--- config.mk ---
export PLATFORM = sky130hd
export DESIGN_NAME = pcg32_random_draw_unit_top
export DESIGN_NICKNAME = d
export VERILOG_FILES = /design/src/hw/rtl/pcgd_pkg.sv /design/src/hw/rtl/pcgd_lcg.sv /design/src/hw/rtl/pcgd_div.sv /design/src/hw/rtl/pcg32_random_draw_unit_top.sv
export SDC_FILE = /design/constraint.sdc
export NUM_CORES = 2
export LEC_CHECK = 0
export ABC_AREA = 1
export BUFFER_PORTS_ARGS = -buffer_cell sky130_fd_sc_hd__buf_2
export CAP_MARGIN = 20
export CORE_MARGIN = 1.5
export CORE_UTILIZATION = 35
export DETAILED_ROUTE_END_ITERATION = 8
export GPL_ROUTABILITY_DRIVEN = 0
export PLACE_DENSITY = 0.5
export RECOVER_POWER = 25
export SKIP_CTS_REPAIR_TIMING = 1
export SYNTH_ARGS = -nofsm -noshare
export SYNTH_HDL_FRONTEND = slang
export SYNTH_SLANG_ARGS = --single-unit
--- constraint.sdc ---
create_clock -name clk -period 18.51 [get_ports clk]
set_input_delay 2.7765 -clock clk [delete_from_list [all_inputs] [get_ports clk]]
set_output_delay 2.7765 -clock clk [all_outputs]
set_load 0.01 [all_outputs]
--- src/hw/rtl/pcgd_pkg.sv ---
// pcgd_pkg: shared constants, command codes and the xsh-rr output function
// for the pcg32 random draw unit; no dependencies
package pcgd_pkg;

	localparam logic [63:0] LCG_MULT = 64'd6364136223846793005;
	localparam logic [31:0] LCG_MULT_LO = LCG_MULT[31:0];
	localparam logic [31:0] LCG_MULT_HI = LCG_MULT[63:32];
	localparam logic [63:0] SEED_RESET_STATE = 64'd1;

	localparam int XSH_SHIFT_A = 18;
	localparam int XSH_SHIFT_B = 27;
	localparam int ROT_SHIFT = 59;

	localparam logic [31:0] FRAC23_MASK = 32'h007f_ffff;
	localparam logic [63:0] FRAC52_MASK = 64'h000f_ffff_ffff_ffff;
	localparam logic [31:0] ALPHA_BITS = 32'hff00_0000;

	localparam logic [3:0] CMD_BIT = 4'd0;
	localparam logic [3:0] CMD_RAW32 = 4'd1;
	localparam logic [3:0] CMD_RAW64 = 4'd2;
	localparam logic [3:0] CMD_FRAC23 = 4'd3;
	localparam logic [3:0] CMD_FRAC52 = 4'd4;
	localparam logic [3:0] CMD_RANGE32 = 4'd5;
	localparam logic [3:0] CMD_RANGE64 = 4'd6;
	localparam logic [3:0] CMD_COLOUR = 4'd7;
	localparam logic [3:0] CMD_RESEED = 4'd8;

	// xsh-rr output word of one generator state, true 32-bit rotate right
	function automatic logic [31:0] xsh_rr(input logic [63:0] st);
		logic [63:0] mix;
		logic [31:0] x;
		logic [4:0] rot;
		logic [63:0] dbl;
		logic [63:0] shifted;
		mix = (st >> XSH_SHIFT_A) ^ st;
		x = mix[XSH_SHIFT_B +: 32];
		rot = st[ROT_SHIFT +: 5];
		dbl = {x, x};
		shifted = dbl >> rot;
		return shifted[31:0];
	endfunction

endpackage

--- src/hw/rtl/pcgd_lcg.sv ---
// pcgd_lcg: one lcg advance, state * mult + 1 mod 2^64, in phases
// on a single shared 32x32 multiplier; depends on pcgd_pkg
module pcgd_lcg import pcgd_pkg::*; (
	input  logic        clk,
	input  logic        arst_n,
	input  logic        start,
	input  logic [63:0] state_in,
	output logic        done,
	output logic [63:0] state_out
);

	logic        busy_q;
	logic [1:0]  phase_q;
	logic        done_q;
	logic [31:0] lo_q;
	logic [31:0] hi_q;
	logic [63:0] prod_q;
	logic [63:0] acc_q;
	logic [31:0] mult_a;
	logic [31:0] mult_b;
	logic [63:0] product;

	// lo*mlo, then lo*mhi, then hi*mlo
	assign mult_a = (phase_q == 2'd2) ? hi_q : lo_q;
	assign mult_b = (phase_q == 2'd1) ? LCG_MULT_HI : LCG_MULT_LO;
	assign product = mult_a * mult_b;

	always_ff @(posedge clk or negedge arst_n) begin
		if (!arst_n) begin
			busy_q <= 1'b0;
			phase_q <= 2'd0;
			done_q <= 1'b0;
		end else if (start) begin
			busy_q <= 1'b1;
			phase_q <= 2'd0;
			done_q <= 1'b0;
		end else if (busy_q) begin
			phase_q <= phase_q + 2'd1;
			done_q <= (phase_q == 2'd3);
			busy_q <= (phase_q != 2'd3);
		end else begin
			done_q <= 1'b0;
		end
	end

	always_ff @(posedge clk) begin
		if (start) begin
			lo_q <= state_in[31:0];
			hi_q <= state_in[63:32];
		end else if (busy_q) begin
			prod_q <= product;
			unique case (phase_q)
				2'd0: begin
				end
				2'd1: begin
					acc_q <= prod_q + 64'd1;
				end
				default: begin
					acc_q[63:32] <= acc_q[63:32] + prod_q[31:0];
				end
			endcase
		end
	end

	assign done = done_q;
	assign state_out = acc_q;

endmodule

--- src/hw/rtl/pcgd_div.sv ---
// pcgd_div: 64-bit restoring divider, one quotient bit per cycle,
// remainder only; no dependencies beyond plain logic
module pcgd_div (
	input  logic        clk,
	input  logic        arst_n,
	input  logic        start,
	input  logic [63:0] dividend,
	input  logic [63:0] divisor,
	output logic        done,
	output logic [63:0] remainder
);

	logic        busy_q;
	logic [5:0]  count_q;
	logic        done_q;
	logic [63:0] rem_q;
	logic [63:0] dvd_q;
	logic [63:0] dvs_q;
	logic [64:0] trial;
	logic [64:0] diff;

	assign trial = {rem_q, dvd_q[63]};
	assign diff = trial - {1'b0, dvs_q};

	always_ff @(posedge clk or negedge arst_n) begin
		if (!arst_n) begin
			busy_q <= 1'b0;
			count_q <= 6'd0;
			done_q <= 1'b0;
		end else if (start) begin
			busy_q <= 1'b1;
			count_q <= 6'd0;
			done_q <= 1'b0;
		end else if (busy_q) begin
			count_q <= count_q + 6'd1;
			done_q <= (count_q == 6'd63);
			busy_q <= (count_q != 6'd63);
		end else begin
			done_q <= 1'b0;
		end
	end

	always_ff @(posedge clk) begin
		if (start) begin
			rem_q <= 64'd0;
			dvd_q <= dividend;
			dvs_q <= divisor;
		end else if (busy_q) begin
			dvd_q <= {dvd_q[62:0], 1'b0};
			if (!diff[64]) begin
				rem_q <= diff[63:0];
			end else begin
				rem_q <= trial[63:0];
			end
		end
	end

	assign done = done_q;
	assign remainder = rem_q;

endmodule

--- src/hw/rtl/pcg32_random_draw_unit_top.sv ---
// pcg32_random_draw_unit_top: command sequencer, generator state and output register
// depends on pcgd_pkg, pcgd_lcg and pcgd_div
//
// usage:
//   request channel in_valid/in_ready carries command, bound_low, bound_high
//   and seed_value; response channel out_valid/out_ready carries value and
//   range_error, one response per request, in order.
//   one request is in work at a time; in_ready is high only while idle.
//   each draw runs one lcg advance on a shared 32x32 multiplier.
//   bit, raw32, frac23, colour, reseed: one draw each.
//   raw64, frac52: two draws. range commands add a 64-step restoring
//   divider run after their draws: one draw for range32, two for range64.
//   zero range width and unused codes: no draw, state unchanged.
//   a finished response sits in the output register while the next request
//   is taken; if the receiver stalls, the sequencer holds its next response
//   until the output register frees up.
//   after reset the generator state is 1 (one lcg step of seed zero) and
//   no response is pending.
module pcg32_random_draw_unit_top import pcgd_pkg::*; (
	input  logic        clk,
	input  logic        arst_n,
	input  logic        in_valid,
	output logic        in_ready,
	input  logic [3:0]  command,
	input  logic [63:0] bound_low,
	input  logic [63:0] bound_high,
	input  logic [63:0] seed_value,
	output logic        out_valid,
	input  logic        out_ready,
	output logic [63:0] value,
	output logic        range_error
);

	localparam logic [2:0] ST_IDLE = 3'd0;
	localparam logic [2:0] ST_LAUNCH = 3'd1;
	localparam logic [2:0] ST_STEP = 3'd2;
	localparam logic [2:0] ST_DIV = 3'd3;
	localparam logic [2:0] ST_PUT = 3'd4;

	logic [2:0]  st_q;
	logic        two_q;
	logic        idx_q;
	logic        out_valid_q;
	logic [63:0] gen_q;
	logic [3:0]  cmd_q;
	logic [63:0] low_q;
	logic [63:0] width_q;
	logic [31:0] word_lo_q;
	logic [31:0] word_hi_q;
	logic [63:0] res_value_q;
	logic        res_err_q;
	logic [63:0] value_q;
	logic        range_error_q;

	logic        accept;
	logic        put;
	logic        step_start;
	logic        step_done;
	logic [63:0] step_state;
	logic        div_start;
	logic        div_done;
	logic [63:0] div_rem;
	logic [63:0] w64;
	logic [31:0] w32;
	logic        is_range;
	logic        last_draw;
	logic [63:0] draw_value;
	logic [63:0] range_value;
	logic [31:0] range_sum32;
	logic [63:0] div_dividend;

	assign accept = in_valid && in_ready;
	assign in_ready = (st_q == ST_IDLE);
	assign put = (st_q == ST_PUT) && (!out_valid_q || out_ready);
	assign w64 = bound_high - bound_low;
	assign w32 = bound_high[31:0] - bound_low[31:0];
	assign is_range = (cmd_q == CMD_RANGE32) || (cmd_q == CMD_RANGE64);
	assign last_draw = !two_q || idx_q;
	assign step_start = (st_q == ST_LAUNCH);
	assign div_start = (st_q == ST_STEP) && step_done && last_draw && is_range;
	assign div_dividend = (cmd_q == CMD_RANGE64) ? {word_hi_q, word_lo_q}
		: {32'd0, word_lo_q};
	assign range_sum32 = low_q[31:0] + div_rem[31:0];
	assign range_value = (cmd_q == CMD_RANGE64) ? (low_q + div_rem)
		: {32'd0, range_sum32};

	always_comb begin
		draw_value = 64'd0;
		unique case (cmd_q)
			CMD_BIT: draw_value = {63'd0, word_lo_q[0]};
			CMD_RAW32: draw_value = {32'd0, word_lo_q};
			CMD_RAW64: draw_value = {word_hi_q, word_lo_q};
			CMD_FRAC23: draw_value = {32'd0, word_lo_q & FRAC23_MASK};
			CMD_FRAC52: draw_value = {word_hi_q, word_lo_q} & FRAC52_MASK;
			CMD_COLOUR: draw_value = {32'd0, word_lo_q | ALPHA_BITS};
			default: draw_value = 64'd0;
		endcase
	end

	pcgd_lcg u_lcg (
		.clk       (clk),
		.arst_n    (arst_n),
		.start     (step_start),
		.state_in  (gen_q),
		.done      (step_done),
		.state_out (step_state)
	);

	pcgd_div u_div (
		.clk       (clk),
		.arst_n    (arst_n),
		.start     (div_start),
		.dividend  (div_dividend),
		.divisor   (width_q),
		.done      (div_done),
		.remainder (div_rem)
	);

	// sequencer and generator state
	always_ff @(posedge clk or negedge arst_n) begin
		if (!arst_n) begin
			st_q <= ST_IDLE;
			two_q <= 1'b0;
			idx_q <= 1'b0;
			gen_q <= SEED_RESET_STATE;
			out_valid_q <= 1'b0;
		end else begin
			if (put) begin
				out_valid_q <= 1'b1;
			end else if (out_valid_q && out_ready) begin
				out_valid_q <= 1'b0;
			end
			unique case (st_q)
				ST_IDLE: begin
					if (accept) begin
						idx_q <= 1'b0;
						two_q <= (command == CMD_RAW64) || (command == CMD_FRAC52)
							|| (command == CMD_RANGE64);
						priority if (command == CMD_RESEED) begin
							gen_q <= seed_value;
							st_q <= ST_LAUNCH;
						end else if (command == CMD_RANGE32 && w32 == 32'd0) begin
							st_q <= ST_PUT;
						end else if (command == CMD_RANGE64 && w64 == 64'd0) begin
							st_q <= ST_PUT;
						end else if (command > CMD_RESEED) begin
							st_q <= ST_PUT;
						end else begin
							st_q <= ST_LAUNCH;
						end
					end
				end
				ST_LAUNCH: begin
					st_q <= ST_STEP;
				end
				ST_STEP: begin
					if (step_done) begin
						gen_q <= step_state;
						priority if (!last_draw) begin
							idx_q <= 1'b1;
							st_q <= ST_LAUNCH;
						end else if (is_range) begin
							st_q <= ST_DIV;
						end else begin
							st_q <= ST_PUT;
						end
					end
				end
				ST_DIV: begin
					if (div_done) begin
						st_q <= ST_PUT;
					end
				end
				ST_PUT: begin
					if (put) begin
						st_q <= ST_IDLE;
					end
				end
				default: begin
					st_q <= ST_IDLE;
				end
			endcase
		end
	end

	// request payload, draw words and results
	always_ff @(posedge clk) begin
		if (accept) begin
			cmd_q <= command;
			if (command == CMD_RANGE32) begin
				low_q <= {32'd0, bound_low[31:0]};
				width_q <= {32'd0, w32};
				res_value_q <= {32'd0, bound_low[31:0]};
				res_err_q <= (w32 == 32'd0);
			end else begin
				low_q <= bound_low;
				width_q <= w64;
				res_value_q <= (command == CMD_RANGE64) ? bound_low : 64'd0;
				res_err_q <= (command == CMD_RANGE64) && (w64 == 64'd0);
			end
		end
		if (st_q == ST_LAUNCH) begin
			if (idx_q) begin
				word_hi_q <= xsh_rr(gen_q);
			end else begin
				word_lo_q <= xsh_rr(gen_q);
			end
		end
		if (st_q == ST_STEP && step_done && last_draw && !is_range) begin
			res_value_q <= draw_value;
		end
		if (st_q == ST_DIV && div_done) begin
			res_value_q <= range_value;
		end
		if (put) begin
			value_q <= res_value_q;
			range_error_q <= res_err_q;
		end
	end

	assign out_valid = out_valid_q;
	assign value = value_q;
	assign range_error = range_error_q;

`ifndef NO_ASSERTIONS
	// the two shared units never finish together
	a_units_exclusive: assert property (@(posedge clk) disable iff (!arst_n)
		!(step_done && div_done))
		else $error("lcg unit and divider finished in the same cycle");

	// a taken request blocks the next one
	a_busy_after_accept: assert property (@(posedge clk) disable iff (!arst_n)
		accept |=> !in_ready)
		else $error("request accepted while previous one still in work");

	// divider only starts on a nonzero width
	a_div_nonzero: assert property (@(posedge clk) disable iff (!arst_n)
		div_start |-> (width_q != 64'd0))
		else $error("divider started with zero width");

	// a range error is flagged only for a range request and carries no draw
	a_err_is_range: assert property (@(posedge clk) disable iff (!arst_n)
		put && res_err_q |-> ((cmd_q == CMD_RANGE32) || (cmd_q == CMD_RANGE64)))
		else $error("range error flagged for a non-range request");
`endif

endmodule

==> reports/metrics.yaml <==
root_buffer: "clkbuf_16"
endpoint_kind: "flop"
grt_pass1_vias: 58600
synth_warnings: 0
holdWs_ns: 0.400
grt_overflow: 0
core_um2: 204000
dp.cells: 11600
routed_wl_um: 273000
avgSynthCellArea_um2: 8.22
worstPathArrival_ns: 12.22
setup_violations: 0
grt_pass1_wl_um: 394000
drt-wirelength-per-cell_um: 23.1
fp.dieW_um: 456
cts_tree: "built"
final-instance-count-excl-fill: 11800
outcome: "finished, violations left"
critPathLaunchType: "flop"
ys_ff_latch: 792
hp-start: "width_q[31]"
dieHeight_um: 456
cts_inserted_buffers: 89
finalCriticalPeriod_ns: 11.75
cts.sinks: 792
rows: 166
fill_cells: 21100
grt_max_degree: 107
area_delta_synth_final_pct: 10.9
drc: 0
hp-class: "reg -> reg"
cp.required_ns: 18.98
synth_ff_type: "edfxtp_1"
drtIter0Drc: 5993
portBuffers: 266
multiInputGateArea_um2: 41700
drv_slew: 358
syn_area_um2: 71800
io_pins: 267
violations: "max-capacitance violations, max-slew violations"
antenna_found_initial: 24
htreeDepth: 3
slowest_delay_ns: 1.42
syn_inst: 8743
drt-pass1-iter-count: 8
r2r-start: "u_lcg.phase_q[0]"
cp_slowest_cell: "clkbuf_1"
finalHoldViolCount: 0
initial_core_util_pct: 35.2
layout.nets: 10400
critPathMostFrequentCell: "fa_1"
period_share_pct: 63.5
maxSlewHeadroom_pct: -173
viasPerCell: 5.13
clock_path_buffers: 3
worstSetupStartpoint: "u_lcg.phase_q[0]"
async_flop_share_pct: 10.4
synth_edf_count: 646
die_area_um2: 208000
synth-seq-area-share_pct: 31.6
fin_setup_tns_ns: 0
path_class: "reg -> reg"
clock_latency_ns: 0.74
clock_skew_ns: 0.0635
clkTransAtPathRegs_ns: 0.07
final-seq-area_um2: 22700
rsz0062_at_grt: "no"
ys_types: 68
vias: 60700
worst_pin_slew_ns: 4.10
fmax_mhz: 85.1
drv_cap: 9
layout-drive-gt1-share_pct: 5.67
grt_use_total_pct: 25.6
final_antenna_net_count: 0
dp_hpwl_um: 231000
path_max_fanout: 47
## flip-flops by register name (all words and copies together), names as in the netlist, 64 cells and up
register	cells
u_div.remainder	64
width_q	64
u_div.dvd_q	64
gen_q	64
low_q	64
u_div.dvs_q	64
u_lcg.prod_q	64
res_value_q	64
u_lcg.state_out	64
value	64
## layer usage
layer,vias up,part of all wire [%],track usage (%)
li1,28600,-,-
met1,29600,43,34.0
met2,2101,47,42.1
met3,411,5.6,3.09
met4,12,4.8,11.0
met5,-,0.029,0
## layout make-up
| cell class | count | area share (%) |
|---|---|---|
| clock inverters | 52 | 0.826 |
| repair buffers | 334 | 2.31 |
| flip-flops and latches | 792 | 28.5 |
| multi-input cells | 5996 | 52.4 |
| diodes | 22 | 0.0691 |
| inverters | 1828 | 8.62 |
| well taps | 2688 | 4.22 |
| clock buffers | 115 | 3.02 |
## cells in the mapped netlist (24+ instances only)
| library cell | number | area share, % |
|---|---|---|
| nand4_1 | 63 | 0.55 |
| a31oi_1 | 142 | 1.2 |
| xnor2_1 | 70 | 0.85 |
| dfxtp_1 | 64 | 1.8 |
| nand3_1 | 197 | 1.4 |
| o211ai_1 | 61 | 0.64 |
| ha_1 | 648 | 11 |
| a21o_1 | 24 | 0.25 |
| clkbuf_1 | 109 | 0.57 |
| nor2_1 | 737 | 3.9 |
| dfrtp_1 | 81 | 2.8 |
| buf_2 | 25 | 0.17 |
| or2_2 | 29 | 0.25 |
| mux2i_1 | 39 | 0.54 |
| o21a_1 | 28 | 0.29 |
| o31ai_1 | 28 | 0.29 |
| inv_1 | 1809 | 9.5 |
| nand2_1 | 1983 | 10 |
| nor4_1 | 36 | 0.31 |
| nand3b_1 | 28 | 0.29 |
| o21ai_0 | 486 | 3.4 |
| xor2_1 | 146 | 1.8 |
| a21oi_1 | 439 | 3.1 |
| edfxtp_1 | 646 | 27 |
| nor3_1 | 89 | 0.62 |
| fa_1 | 538 | 15 |
## worst paths after layout
kind	endpoint	slack, ns	cells past startpoint
min reg2reg	u_div.dvs_q[31]	0.40	0
max in group asynchronous	u_lcg.phase_q[1]	14.06	2
max reg2reg	u_lcg.prod_q[39]	6.76	31
max	u_lcg.prod_q[39]	6.76	31
min	u_div.dvs_q[31]	0.40	0
min in group asynchronous	gen_q[44]	2.70	1
## layout by cell type, fill, tap and decap left out, drive strengths merged, types with 81 or more instances in the layout
| cell | netlist | final |
|---|---|---|
| inv | 1817 | 1823 |
| fa | 538 | 538 |
| nor3 | 95 | 95 |
| ha | 648 | 648 |
| nand3 | 199 | 199 |
| clkbuf | 109 | 152 |
| a21oi | 440 | 440 |
| a31oi | 142 | 142 |
| xor2 | 146 | 146 |
| dfrtp | 81 | 81 |
| nand2 | 1987 | 1987 |
| o21ai | 513 | 513 |
| buf | 47 | 297 |
| edfxtp | 646 | 646 |
| nor2 | 750 | 750 |
## cell families (layout without fill, tap and decap cells)
family                     Yosys count  count (layout)  synth area share, %
and+or+nand+nor                   3207            3207                 18.2
buffers and inverters             1984            2329                 10.5
AOI/OAI and AO/OA                 1317            1317                 10.2
adders and majority gates         1186            1186                 26.3
DFF                                792             792                 31.6
xor gates and xnor gates           216             216                 2.63
muxes                               39              39                0.543
other                                2              53               0.0105
## per-stage QoR
stage                     setup WS (ns)  cell area (um^2)  utilization (%)
final                              6.76             79700             39.0
after global placement             8.61             76600             37.5
after floorplan                    7.59             72000                -
after CTS                          8.58             79700             39.0
after global routing               6.10             79600             39.0
after detailed placement           8.53             76600             37.5
## worst max-delay path, delay by kind of cell (launching register included)
family / cells / cell delay, ns
buffers and inverters: 8 / 3.59
and+or+nand+nor: 6 / 1.29
adders and majority gates: 10 / 4.17
DFF: 1 / 0.43
AOI/OAI and AO/OA: 6 / 1.93
xor gates and xnor gates: 1 / 0.09
Power is not shown: default switching activity piles up to over one toggle a cycle in this logic, so the estimate is an artifact.
